[config.mk]
export PLATFORM = sky130hd
export DESIGN_NAME = sbt_ctrl
export DESIGN_NICKNAME = d
export VERILOG_FILES = /design/src/hdl/sorted_binding_table_top_assert.svh /design/src/hdl/sbt_pkg.sv /design/src/hdl/sbt_ctrl.sv
export SDC_FILE = /design/constraint.sdc
export NUM_CORES = 1
export LEC_CHECK = 0
export BUFFER_PORTS_ARGS = -buffer_cell sky130_fd_sc_hd__buf_2
export CAP_MARGIN = 15
export CORE_AREA = 3 3 40 42
export CTS_BUF_LIST = sky130_fd_sc_hd__clkbuf_2
export DETAILED_ROUTE_END_ITERATION = 8
export DIE_AREA = 0 0 43 45
export HOLD_SLACK_MARGIN = 0.08
export SLEW_MARGIN = 20
export SYNTH_ARGS = -nofsm -noshare
export SYNTH_HDL_FRONTEND = slang
export SYNTH_SLANG_ARGS = --single-unit
[constraint.sdc]
create_clock -name clk -period 1.05 [get_ports clk]
set_input_delay 0.0525 -clock clk [delete_from_list [all_inputs] [get_ports clk]]
set_output_delay 0.0525 -clock clk [all_outputs]
set_load 0.01 [all_outputs]
[src/hdl/sorted_binding_table_top_assert.svh]
// ----------------------------------------------------------------------------
// Assertion macros for the sorted binding table.
// Shared helpers so every module reports failures the same way.
// ----------------------------------------------------------------------------
`ifndef SORTED_BINDING_TABLE_TOP_ASSERT_SVH
`define SORTED_BINDING_TABLE_TOP_ASSERT_SVH

// Implication checked on every clock edge outside reset.
`define SBT_ASSERT_IMPL(label, clk_s, rst_s, ante, cons) \
    label: assert property (@(posedge clk_s) disable iff (!rst_s) (ante) |-> (cons)) \
        else $error("assertion failed");

// Next-cycle implication checked outside reset.
`define SBT_ASSERT_NEXT(label, clk_s, rst_s, ante, cons) \
    label: assert property (@(posedge clk_s) disable iff (!rst_s) (ante) |=> (cons)) \
        else $error("assertion failed");

`endif

[src/hdl/sbt_pkg.sv]
// ----------------------------------------------------------------------------
// Sorted binding table package
// Shared types, codes and the part classification function.
// ----------------------------------------------------------------------------
package sbt_pkg;

    localparam int TABLE_ENTRIES_DEF = 64;

    localparam logic [1:0] ACT_ADD      = 2'd0;
    localparam logic [1:0] ACT_CLASSIFY = 2'd1;

    localparam logic [1:0] ST_OK      = 2'd0;
    localparam logic [1:0] ST_MISS    = 2'd1;
    localparam logic [1:0] ST_FULL    = 2'd2;
    localparam logic [1:0] ST_BADRNG  = 2'd3;

    localparam logic [2:0] PART_NONE      = 3'd0;
    localparam logic [2:0] PART_BUTTON    = 3'd1;
    localparam logic [2:0] PART_AXIS_LOW  = 3'd2;
    localparam logic [2:0] PART_AXIS_HIGH = 3'd3;
    localparam logic [2:0] PART_HAT_N     = 3'd4;
    localparam logic [2:0] PART_HAT_E     = 3'd5;
    localparam logic [2:0] PART_HAT_S     = 3'd6;
    localparam logic [2:0] PART_HAT_W     = 3'd7;

    typedef enum logic [2:0] {
        S_IDLE, S_CLASS, S_PROBE, S_WAIT, S_DECIDE, S_SHIFT, S_WRITE, S_EMIT
    } sbt_state_t;

    // Commands from controller to datapath.
    typedef struct packed {
        logic load;       // capture transaction fields
        logic classify;   // register classification result
        logic srch_init;  // reset search bounds
        logic probe;      // issue memory read at midpoint
        logic compare;    // update bounds from read data
        logic shift;      // move one entry up
        logic write;      // write new entry, bump count
        logic emit;       // drive result strobe
    } sbt_cmd_t;

    // Status from datapath to controller.
    typedef struct packed {
        logic bad_range;
        logic srch_done;
        logic hit;
        logic full;
        logic shift_done;
        logic is_lookup;
    } sbt_stat_t;

    // Classification: returns {valid, part}. Sums are done at 34 bits so they
    // stay exact.
    function automatic logic [3:0] classify_part(
        input logic signed [31:0] rlo, input logic signed [31:0] rhi,
        input logic cap, input logic signed [31:0] clo, input logic signed [31:0] chi);
        logic signed [33:0] l, h, cl, ch, half;
        logic is_min, is_max;
        l  = 34'(rlo);
        h  = 34'(rhi);
        cl = 34'(clo);
        ch = 34'(chi);
        half = ch >>> 1;
        is_min = (rlo == 32'sh8000_0000);
        is_max = (rhi == 32'sh7fff_ffff);
        if (l > h) return {1'b1, PART_HAT_N};
        if (!cap) return {1'b1, PART_BUTTON};
        if (cl == 0 && (ch == 1 || ch == 2 || (l < half && !is_min && ch != 7)))
            return {1'b1, PART_BUTTON};
        if (cl == ch - 34'sd7) begin
            if (l == cl + 34'sd1) return {1'b1, PART_HAT_E};
            if (l == cl + 34'sd3) return {1'b1, PART_HAT_S};
            if (l == cl + 34'sd5) return {1'b1, PART_HAT_W};
            return {1'b1, PART_NONE};
        end
        if (is_min) return {1'b1, PART_AXIS_LOW};
        if (is_max) return {1'b1, PART_AXIS_HIGH};
        return {1'b0, PART_NONE};
    endfunction

endpackage

[src/hdl/sbt_ctrl.sv]
// ----------------------------------------------------------------------------
// Sorted binding table controller
// Sequences classification, binary search, insertion shift and result.
// ----------------------------------------------------------------------------
module sbt_ctrl (
    input  logic              clk,
    input  logic              rst_n,
    input  logic              start,
    output logic              busy,
    output sbt_pkg::sbt_cmd_t cmd,
    input  sbt_pkg::sbt_stat_t stat
);
    import sbt_pkg::*;

    sbt_state_t state_reg, state_next;

    always_ff @(posedge clk or negedge rst_n)
    begin
        if (!rst_n)
            state_reg <= S_IDLE;
        else
            state_reg <= state_next;
    end

    always_comb
    begin
        state_next = state_reg;
        cmd = '0;
        busy = (state_reg != S_IDLE);
        case (state_reg)
            S_IDLE:
            begin
                if (start)
                begin
                    cmd.load = 1'b1;
                    state_next = S_CLASS;
                end
            end
            S_CLASS:
            begin
                cmd.classify = 1'b1;
                cmd.srch_init = 1'b1;
                state_next = S_PROBE;
            end
            S_PROBE:
            begin
                if (stat.bad_range || stat.srch_done)
                    state_next = S_DECIDE;
                else
                begin
                    cmd.probe = 1'b1;
                    state_next = S_WAIT;
                end
            end
            S_WAIT:
            begin
                cmd.compare = 1'b1;
                state_next = S_PROBE;
            end
            S_DECIDE:
            begin
                if (stat.bad_range || stat.hit || stat.is_lookup || stat.full)
                    state_next = S_EMIT;
                else
                    state_next = S_SHIFT;
            end
            S_SHIFT:
            begin
                if (stat.shift_done)
                    state_next = S_WRITE;
                else
                    cmd.shift = 1'b1;
            end
            S_WRITE:
            begin
                cmd.write = 1'b1;
                state_next = S_EMIT;
            end
            S_EMIT:
            begin
                cmd.emit = 1'b1;
                state_next = S_IDLE;
            end
            default: state_next = S_IDLE;
        endcase
    end

endmodule

# Word-level counts from Yosys, hierarchy flattened
# Cells that the tools add are included.
# W data, S select, Z words.
# word_totals
regBits,3
latchBits,0
ramBits,0
rom_bits,0
in_bits,9
out_inout_bits,9
word_cells,33
mem_count,0
# classes
add_sub_neg,0
mul,0
n_div,0
magnitude_cmp,0
eq_ne,9
n_shift,0
mux,15
bitwise_logic,0
reduce_logical,8
# ops
op,count
$pmux W3 S7,1
$eq A3 B3 Y1 const B,4
$mux W1,9
$mux W3,3
$eq A3 B2 Y1 const B,2
$logic_or A1 B1 Y1,4
$mux W2,2
$ne A2 B2 Y1 const B,2
$eq A3 B1 Y1 const B,1
$logic_not A3 Y1,1
$reduce_bool A3 Y1,1
$reduce_and A2 Y1,1
$reduce_or A2 Y1,1

# Logic depth before layout (Yosys ltp)
# Gate-level depths: netlist of the first run.
# logic_depth
ltp_word,5
ltp_mapped,3
depth_no_buf,3

# Worst setup path before layout of the first run
# OpenSTA, ideal clock, no wires.
# synth_timing
kind,reg2out
from,reg state_reg[1]
to,out cmd[6] (netlist name)
arrival_time_ns,1.077
t_required_ns,0.998
path_slack_ns,-0.080
path_stages_with_launch,4
n_path_buf,2
path_cell_list,dfrtp_1 -> buf_4 -> nor3_1 -> buf_4
# synth_lines
element,line,rtl
start: declaration,sbt_ctrl.sv:15,"sbt_state_t state_reg, state_next;"
start signal: assignment,sbt_ctrl.sv:22,state_reg <= state_next;
end: declaration,sbt_ctrl.sv:10,"output sbt_pkg::sbt_cmd_t cmd,"

==> metrics.md, run 1 <==
| Metric | Value |
|---|---|
| Status | `finished, violations left` |
| Failing checks | `setup timing` |
| GRT Resource Usage Total | `10.5%` |
| Layout Nets | `72` |
| Global-route wire length before repair | `1410 um` |
| CORE AREA | `0.00128 mm2` |
| Data required, critical path | `1.00 ns` |
| Post-synthesis cell count | `29` |
| Drt initial violations | `2` |
| Sequential power share | `14.9%` |
| Clock Latency Late Sink | `0.20 ns` |
| Period utilization | `120%` |
| Die height | `45 um` |
| Sink Count | `3` |
| Die area | `0.00194 mm2` |
| Number of synthesis warnings | `0` |
| Buf/Inv on CP | `1` |
| Slew Viols, Final | `0` |
| Met2 WL | `458 um` |
| Final hold slack | `0.171 ns` |
| Critical path cell sequence | `or3_4, nor2_4, buf_6` |
| WL per Instance | `11.0 um` |
| Final setup viols | `12` |
| Mapped Area | `245 um2` |
| Seq/Total Area, Yosys | `30.6%` |
| RSZ-0062 raised after global routing | `true` |
| Max incr delay on CP | `0.44 ns` |
| Vias in the first global route | `372` |
| Row count | `13` |
| Peak VDD IR | `0.814 mV` |
| Post-synth top area cell | `dfrtp_1` |
| H-tree levels | `1` |
| PnR worst setup slack | `-0.213 ns` |
| Flops & latches, synth | `3` |
| Worst Clk Skew | `0.00128 ns` |
| Initial antenna violation count | `0` |
| CP Max Fanout | `5` |
| Clock buffer depth | `2` |
| Setup crit end kind | `output pin` |
| Residual DRC | `0` |
| Crit path kind | `flip-flop to output pin` |
| ANT nets after route | `0` |
| Drt via density | `4.49` |
| Starting Density | `19.1%` |
| Fin crit period | `1.26 ns` |
| Netlist cell types | `20` |
| Final hold vios | `0` |
| Clock Power Share | `9.9%` |
| Congestion Overflow GR | `0` |
| Leak pwr | `0.282 nW` |
| CP Launch Type | `flip-flop` |
| Met3 wire length | `65 um` |
| Comb power frac | `75.2%` |
| Share of cells above drive strength 1 | `77.4%` |
| Root buffer cell | `clkbuf_2` |
| Slew of the pin with the lowest slew margin | `0.194 ns` |
| Critical Path AT | `1.21 ns` |
| Total Power | `0.00164 W` |
| Yosys top cell area share | `30.6%` |
| Max FFs per register | `3` |
| Gpl congestion | `0.679` |
| Largest net degree at the start of global routing | `12` |
| ANT cells | `0` |
| Top sig layer | `met4` |
| Hpwl dp | `585 um` |
| Reg clk slew, reported paths | `0.04 ns` |
| Crit path max-delay family | `simple AND/OR/NAND/NOR gates` |
| Critical-path top delay cell | `dfrtp_2` |
| Die width | `43 um` |
| P&R area growth vs syn | `135%` |
| Peak Freq | `792 MHz` |
| Pint | `0.00102 W` |
| Max cap viols | `0` |
| Met1 Wirelength | `290 um` |
| Psw | `0.000615 W` |
| TritonCTS clock tree | `built` |
| # IOs | `18` |
| Synth top area cells | `dfrtp_1 31%, buf_4 9.2%, a221oi_2 6.1%` |
| Pwr Density | `2840 mW/mm2` |
| Synth Area per Inst | `8.46 um2` |
| Mapped Nets | `38` |
| Vias after detailed routing | `346` |
| Hold WC Path Type | `primary input to async pin` |
| Switching portion of total power | `37.6%` |
| Slew HR | `87.0%` |
| I/O Buffers | `17` |
| Num CTS Buffers | `3` |
| Pre-Repair DR Iteration Count | `2` |
| Drt total wl | `844 um` |
==> power by group through the flow <==
stage | Clock [W] | Combinational (W) | Sequential [W]
after global routing | 0.000182 | 0.00133 | 0.000252
after detailed placement | 0 | 0.000699 | 0.000237
final | 0.000162 | 0.00123 | 0.000244
after CTS | 0.000171 | 0.00109 | 0.000242
after floorplan | 0 | 0.000448 | 0.000231
after global placement | 0 | 0.000694 | 0.000232
==> repair_timing <==
action                                 CTS  global route
pin swaps                                0             1
cloned                                   0             0
hold buffers                             1             0
setup endpoints to repair                9            12
gates resized for setup                 10             9
buffers inserted                         7             1
endpoints found under the hold margin    3             0
==> worst paths after layout <==
path,startpoint,to,slack (ns),cells after the start
min in group clk,start,state_reg[0],0.19,3
hold / removal,rst_n,state_reg[2],0.17,2
setup reg to reg,state_reg[2],state_reg[1],-0.18,5
setup / recovery,state_reg[2],cmd[7],-0.21,3
max in group asynchronous,rst_n,state_reg[2],0.76,2
hold reg to reg,state_reg[1],state_reg[0],0.67,2
==> worst reg2reg max path: stages, from the launching register on <==
cell,delay [ns]
dfrtp_2,0.44
buf_12,0.14
buf_6,0.10
o21bai_4,0.15
a221oi_2,0.22
a31oi_1,0.06
==> final cells by class <==
class                   instances  area [um2]
fillers                       116         709
repair buffers                 32         244
multi-input cells              21         204
flip-flops and latches          3        76.3
clock buffers                   4        20.0
well taps                      15        18.8
inverters                       2        12.5
==> cell usage in the layout (no fill, tap or decap), drive strengths merged <==
cell type	instances
o22ai	1
dfrtp	3
nand2	1
o21bai	1
nor2b	2
o21a	1
or2b	1
or4	1
dlygate4sd3	1
nor4bb	1
a21oi	2
a31oi	1
nor2	3
a221oi	1
and3	2
clkbuf	4
nor3b	1
buf	31
or3	1
nor3	1
inv	2
==> per-layer routing <==
| metal | GRT usage (%) | up-vias |
|---|---|---|
| li1 | - | 173 |
| met1 | 8.25 | 157 |
| met2 | 18.9 | 12 |
| met3 | 5.58 | 4 |
| met4 | 9.04 | 0 |
| met5 | 0 | - |
==> synthesized netlist by cell type, drive strengths merged <==
| master | number |
|---|---|
| o21a | 1 |
| dfrtp | 3 |
| buf | 3 |
| nand2 | 1 |
| or3 | 1 |
| nor2b | 2 |
| nor3b | 1 |
| or4 | 1 |
| and3 | 2 |
| a31oi | 1 |
| inv | 2 |
| or2b | 1 |
| a21oi | 2 |
| o22ai | 1 |
| nor3 | 1 |
| o21bai | 1 |
| a221oi | 1 |
| nor2 | 3 |
| nor4bb | 1 |
==> stage by stage <==
stage	TNS [ns]	worst slack, ns	cell area, um2	util [%]	std cells
finish	-1.84	-0.213	576	44.8	77
global route	-2.65	-0.280	576	44.8	77
CTS	-2.02	-0.233	538	41.9	77
detailed placement	-0.113	-0.0891	397	30.9	65
global placement	-0.0981	-0.0792	397	30.9	65
floorplan	-0.0145	-0.0145	263	-	29
==> cell families after synthesis <==
logic type,after synthesis,share of synthesized area (%)
flip-flops,3,30.6
buffers and inverters,5,12.2
AO/OA/AOI/OAI,7,21.4
AND/OR/NAND/NOR,14,35.7
No activity file was read; power rests on OpenSTA's default activity.
==> run 2: changes to the inputs <==
--- a/config.mk
+++ b/config.mk
@@ -12,6 +12,7 @@
 export DETAILED_ROUTE_END_ITERATION = 8
 export DIE_AREA = 0 0 43 45
 export HOLD_SLACK_MARGIN = 0.08
+export SETUP_SLACK_MARGIN = 0.05
 export SLEW_MARGIN = 20
 export SYNTH_ARGS = -nofsm -noshare
 export SYNTH_HDL_FRONTEND = slang
==> run 2 against run 1 <==
  * The flow still finishes with violations (setup timing)
  * Combinational power fell by 15%
  * Global-route usage fell by 1.5 points
  * Design area fell by 7.6%
  * Largest power group unchanged
  * First-iteration DRC count did not move
  * Clock skew rose by 0.0080 ns
==> metrics.md, run 2 (synthesis results as in run 1) <==
| Metric | Value |
|---|---|
| Status | `finished, violations left (unchanged)` |
| Failing checks | `setup timing (unchanged)` |
| Peak Freq | `806 MHz (was 792 MHz)` |
| Final core area utilization | `41.4% (was 44.8%)` |
| Stages on worst setup path | `3 (unchanged)` |
| Final hold vios | `0 (unchanged)` |
| Crit path kind | `flip-flop to output pin (unchanged)` |
| Critical Path AT | `1.19 ns (was 1.21 ns)` |
| Slew of the pin with the lowest slew margin | `0.187 ns (was 0.194 ns)` |
| GRT Resource Usage Total | `9.01% (was 10.5%)` |
| Total Power | `0.00144 W (was 0.00164 W)` |
| CP Max Fanout | `2 (was 5)` |
| TNS Setup | `-1.56 ns (was -1.84 ns)` |
| Data required, critical path | `1.00 ns (about the same)` |
| Gpl congestion | `0.680 (was 0.679)` |
| Global-route wire length before repair | `1180 um (was 1410 um)` |
| Root buffer cell | `clkbuf_2 (unchanged)` |
| WL per Instance | `10.5 um (was 11.0 um)` |
| Fin crit period | `1.24 ns (was 1.26 ns)` |
| Vias in the first global route | `314 (was 372)` |
| Layout Nets | `71 (was 72)` |
| R2R depth | `5 (unchanged)` |
| Initial antenna violation count | `0 (unchanged)` |
| P&R area growth vs syn | `117% (was 135%)` |
| Die area | `0.00194 mm2 (unchanged)` |
| Most frequent cells in the layout | `15 x buf_2, 10 x buf_4, 5 x buf_6 (was 15 x buf_2, 8 x buf_4, 7 x buf_6)` |
| Worst Clk Skew | `0.00930 ns (was 0.00128 ns)` |
| Clock buffer depth | `2 (unchanged)` |
| Reg-to-Reg Start | `state_reg[2] (unchanged)` |
| Largest net degree at the start of global routing | `12 (unchanged)` |
| Slew HR | `87.5% (was 87.0%)` |
| Critical path cell sequence | `or3_4, nor2_4, buf_6 (unchanged)` |
| Row count | `13 (unchanged)` |
| Residual DRC | `0 (unchanged)` |
| PnR worst setup slack | `-0.190 ns (was -0.213 ns)` |
| Period utilization | `118% (was 120%)` |
| Crit path max-delay family | `simple AND/OR/NAND/NOR gates (unchanged)` |
| Pre-Repair DR Iteration Count | `4 (was 2)` |
| Drt via density | `4.36 (was 4.49)` |
| Vias after detailed routing | `331 (was 346)` |
| Drt total wl | `801 um (was 844 um)` |
| Starting Density | `19.1% (unchanged)` |
| Sink Count | `3 (unchanged)` |
| Buf/Inv on CP | `1 (unchanged)` |
| Die height | `45 um (unchanged)` |
| Hold WC Path Type | `primary input to async pin (unchanged)` |
| Clock Latency Late Sink | `0.21 ns (was 0.20 ns)` |
| Leak pwr | `0.272 nW (was 0.282 nW)` |
| # IOs | `18 (unchanged)` |
| ANT nets after route | `0 (unchanged)` |
| I/O Buffers | `17 (unchanged)` |
| Flop2flop setup slack | `-0.16 ns (was -0.18 ns)` |
| Share of cells above drive strength 1 | `75.4% (was 77.4%)` |
| RSZ-0062 raised after global routing | `true (unchanged)` |
| Commonest non-fill, non-tap cell in the layout | `buf_2 (unchanged)` |
| Num CTS Buffers | `3 (unchanged)` |
| Die width | `43 um (unchanged)` |
| ANT cells | `0 (unchanged)` |
| Congestion Overflow GR | `0 (unchanged)` |
| Placement Setup Slack | `-0.0890 ns (was -0.0891 ns)` |
| Max FFs per register | `3 (unchanged)` |
| Setup crit end kind | `output pin (unchanged)` |
| Max incr delay on CP | `0.41 ns (was 0.44 ns)` |
| Final setup viols | `12 (unchanged)` |
| Slew Viols, Final | `0 (unchanged)` |
| Reg clk slew, reported paths | `0.05 ns (was 0.04 ns)` |
| Critical-path top delay cell | `or3_4 (was dfrtp_2)` |
| Peak VDD IR | `0.930 mV (was 0.814 mV)` |
| R2R Path End | `state_reg[1] (unchanged)` |
| Pwr Density | `2720 mW/mm2 (was 2840 mW/mm2)` |
| Drt initial violations | `2 (unchanged)` |
| CORE AREA | `0.00128 mm2 (unchanged)` |
| H-tree levels | `1 (unchanged)` |
| TritonCTS clock tree | `built (unchanged)` |
| Hpwl dp | `579 um (was 585 um)` |
| CP Launch Type | `flip-flop (unchanged)` |
| Max cap viols | `0 (unchanged)` |
-- run 2: final cells by class --
| type | instances | area, um2 |
|---|---|---|
| fill | 141 | 753 |
| tap | 15 | 18.8 |
| inverter | 2 | 7.51 |
| timing repair buffer | 31 | 216 |
| clock buffer | 4 | 20.0 |
| multi-input combinational | 21 | 193 |
| sequential | 3 | 76.3 |
-- run 2: routing by layer --
metal  global-route usage (%)  up-vias  routed length [um]
met5                        0        -                   0
met4                     5.42        0                   0
met3                     6.37        0                  74
met2                     15.0       12                 420
met1                     7.99      153                 306
li1                         -      166                   -
-- run 2: how the worst max path moves through the flow --
stage                 start      endpoint  slack, ns
2_1_floorplan  state_reg[2]        cmd[7]      0.001
3_3_place_gp        stat[5]  state_reg[1]      -0.08
3_5_place_dp        stat[5]  state_reg[1]      -0.09
4_1_cts        state_reg[2]        cmd[7]      -0.19
5_1_grt        state_reg[0]        cmd[7]      -0.25
6_report       state_reg[0]        cmd[7]      -0.19
-- run 2: stage by stage --
| stage | area [um2] | cells | hold slack, ns |
|---|---|---|---|
| after floorplan | 267 | 29 | -0.243 |
| after global placement | 404 | 66 | -0.145 |
| after detailed placement | 404 | 66 | -0.144 |
| after CTS | 472 | 74 | 0.142 |
| after global routing | 532 | 76 | 0.159 |
| final | 532 | 76 | 0.163 |
-- run 2: worst reg2reg max path: stages, from the launching register on --
cell and delay (ns):
dfrtp_2 0.43, buf_4 0.14, buf_4 0.12, o21bai_1 0.15, a221oi_2 0.20, a31oi_1 0.06
-- run 2: what timing repair did --
| action | 4_1_cts | 5_1_grt |
|---|---|---|
| endpoints found under the hold margin | 3 | 0 |
| hold buffers | 1 | 0 |
| pin swaps | 4 | 1 |
| buffers inserted | 4 | 2 |
| endpoints found under the setup margin | 10 | 12 |
| gates resized for setup | 4 | 9 |
-- run 2: where the power goes --
part | internal, W | switching (W)
Combinational | 0.000589 | 0.000458
Clock | 0.000101 | 0.0000637
Sequential | 0.000180 | 0.0000532
Total | 0.000869 | 0.000575
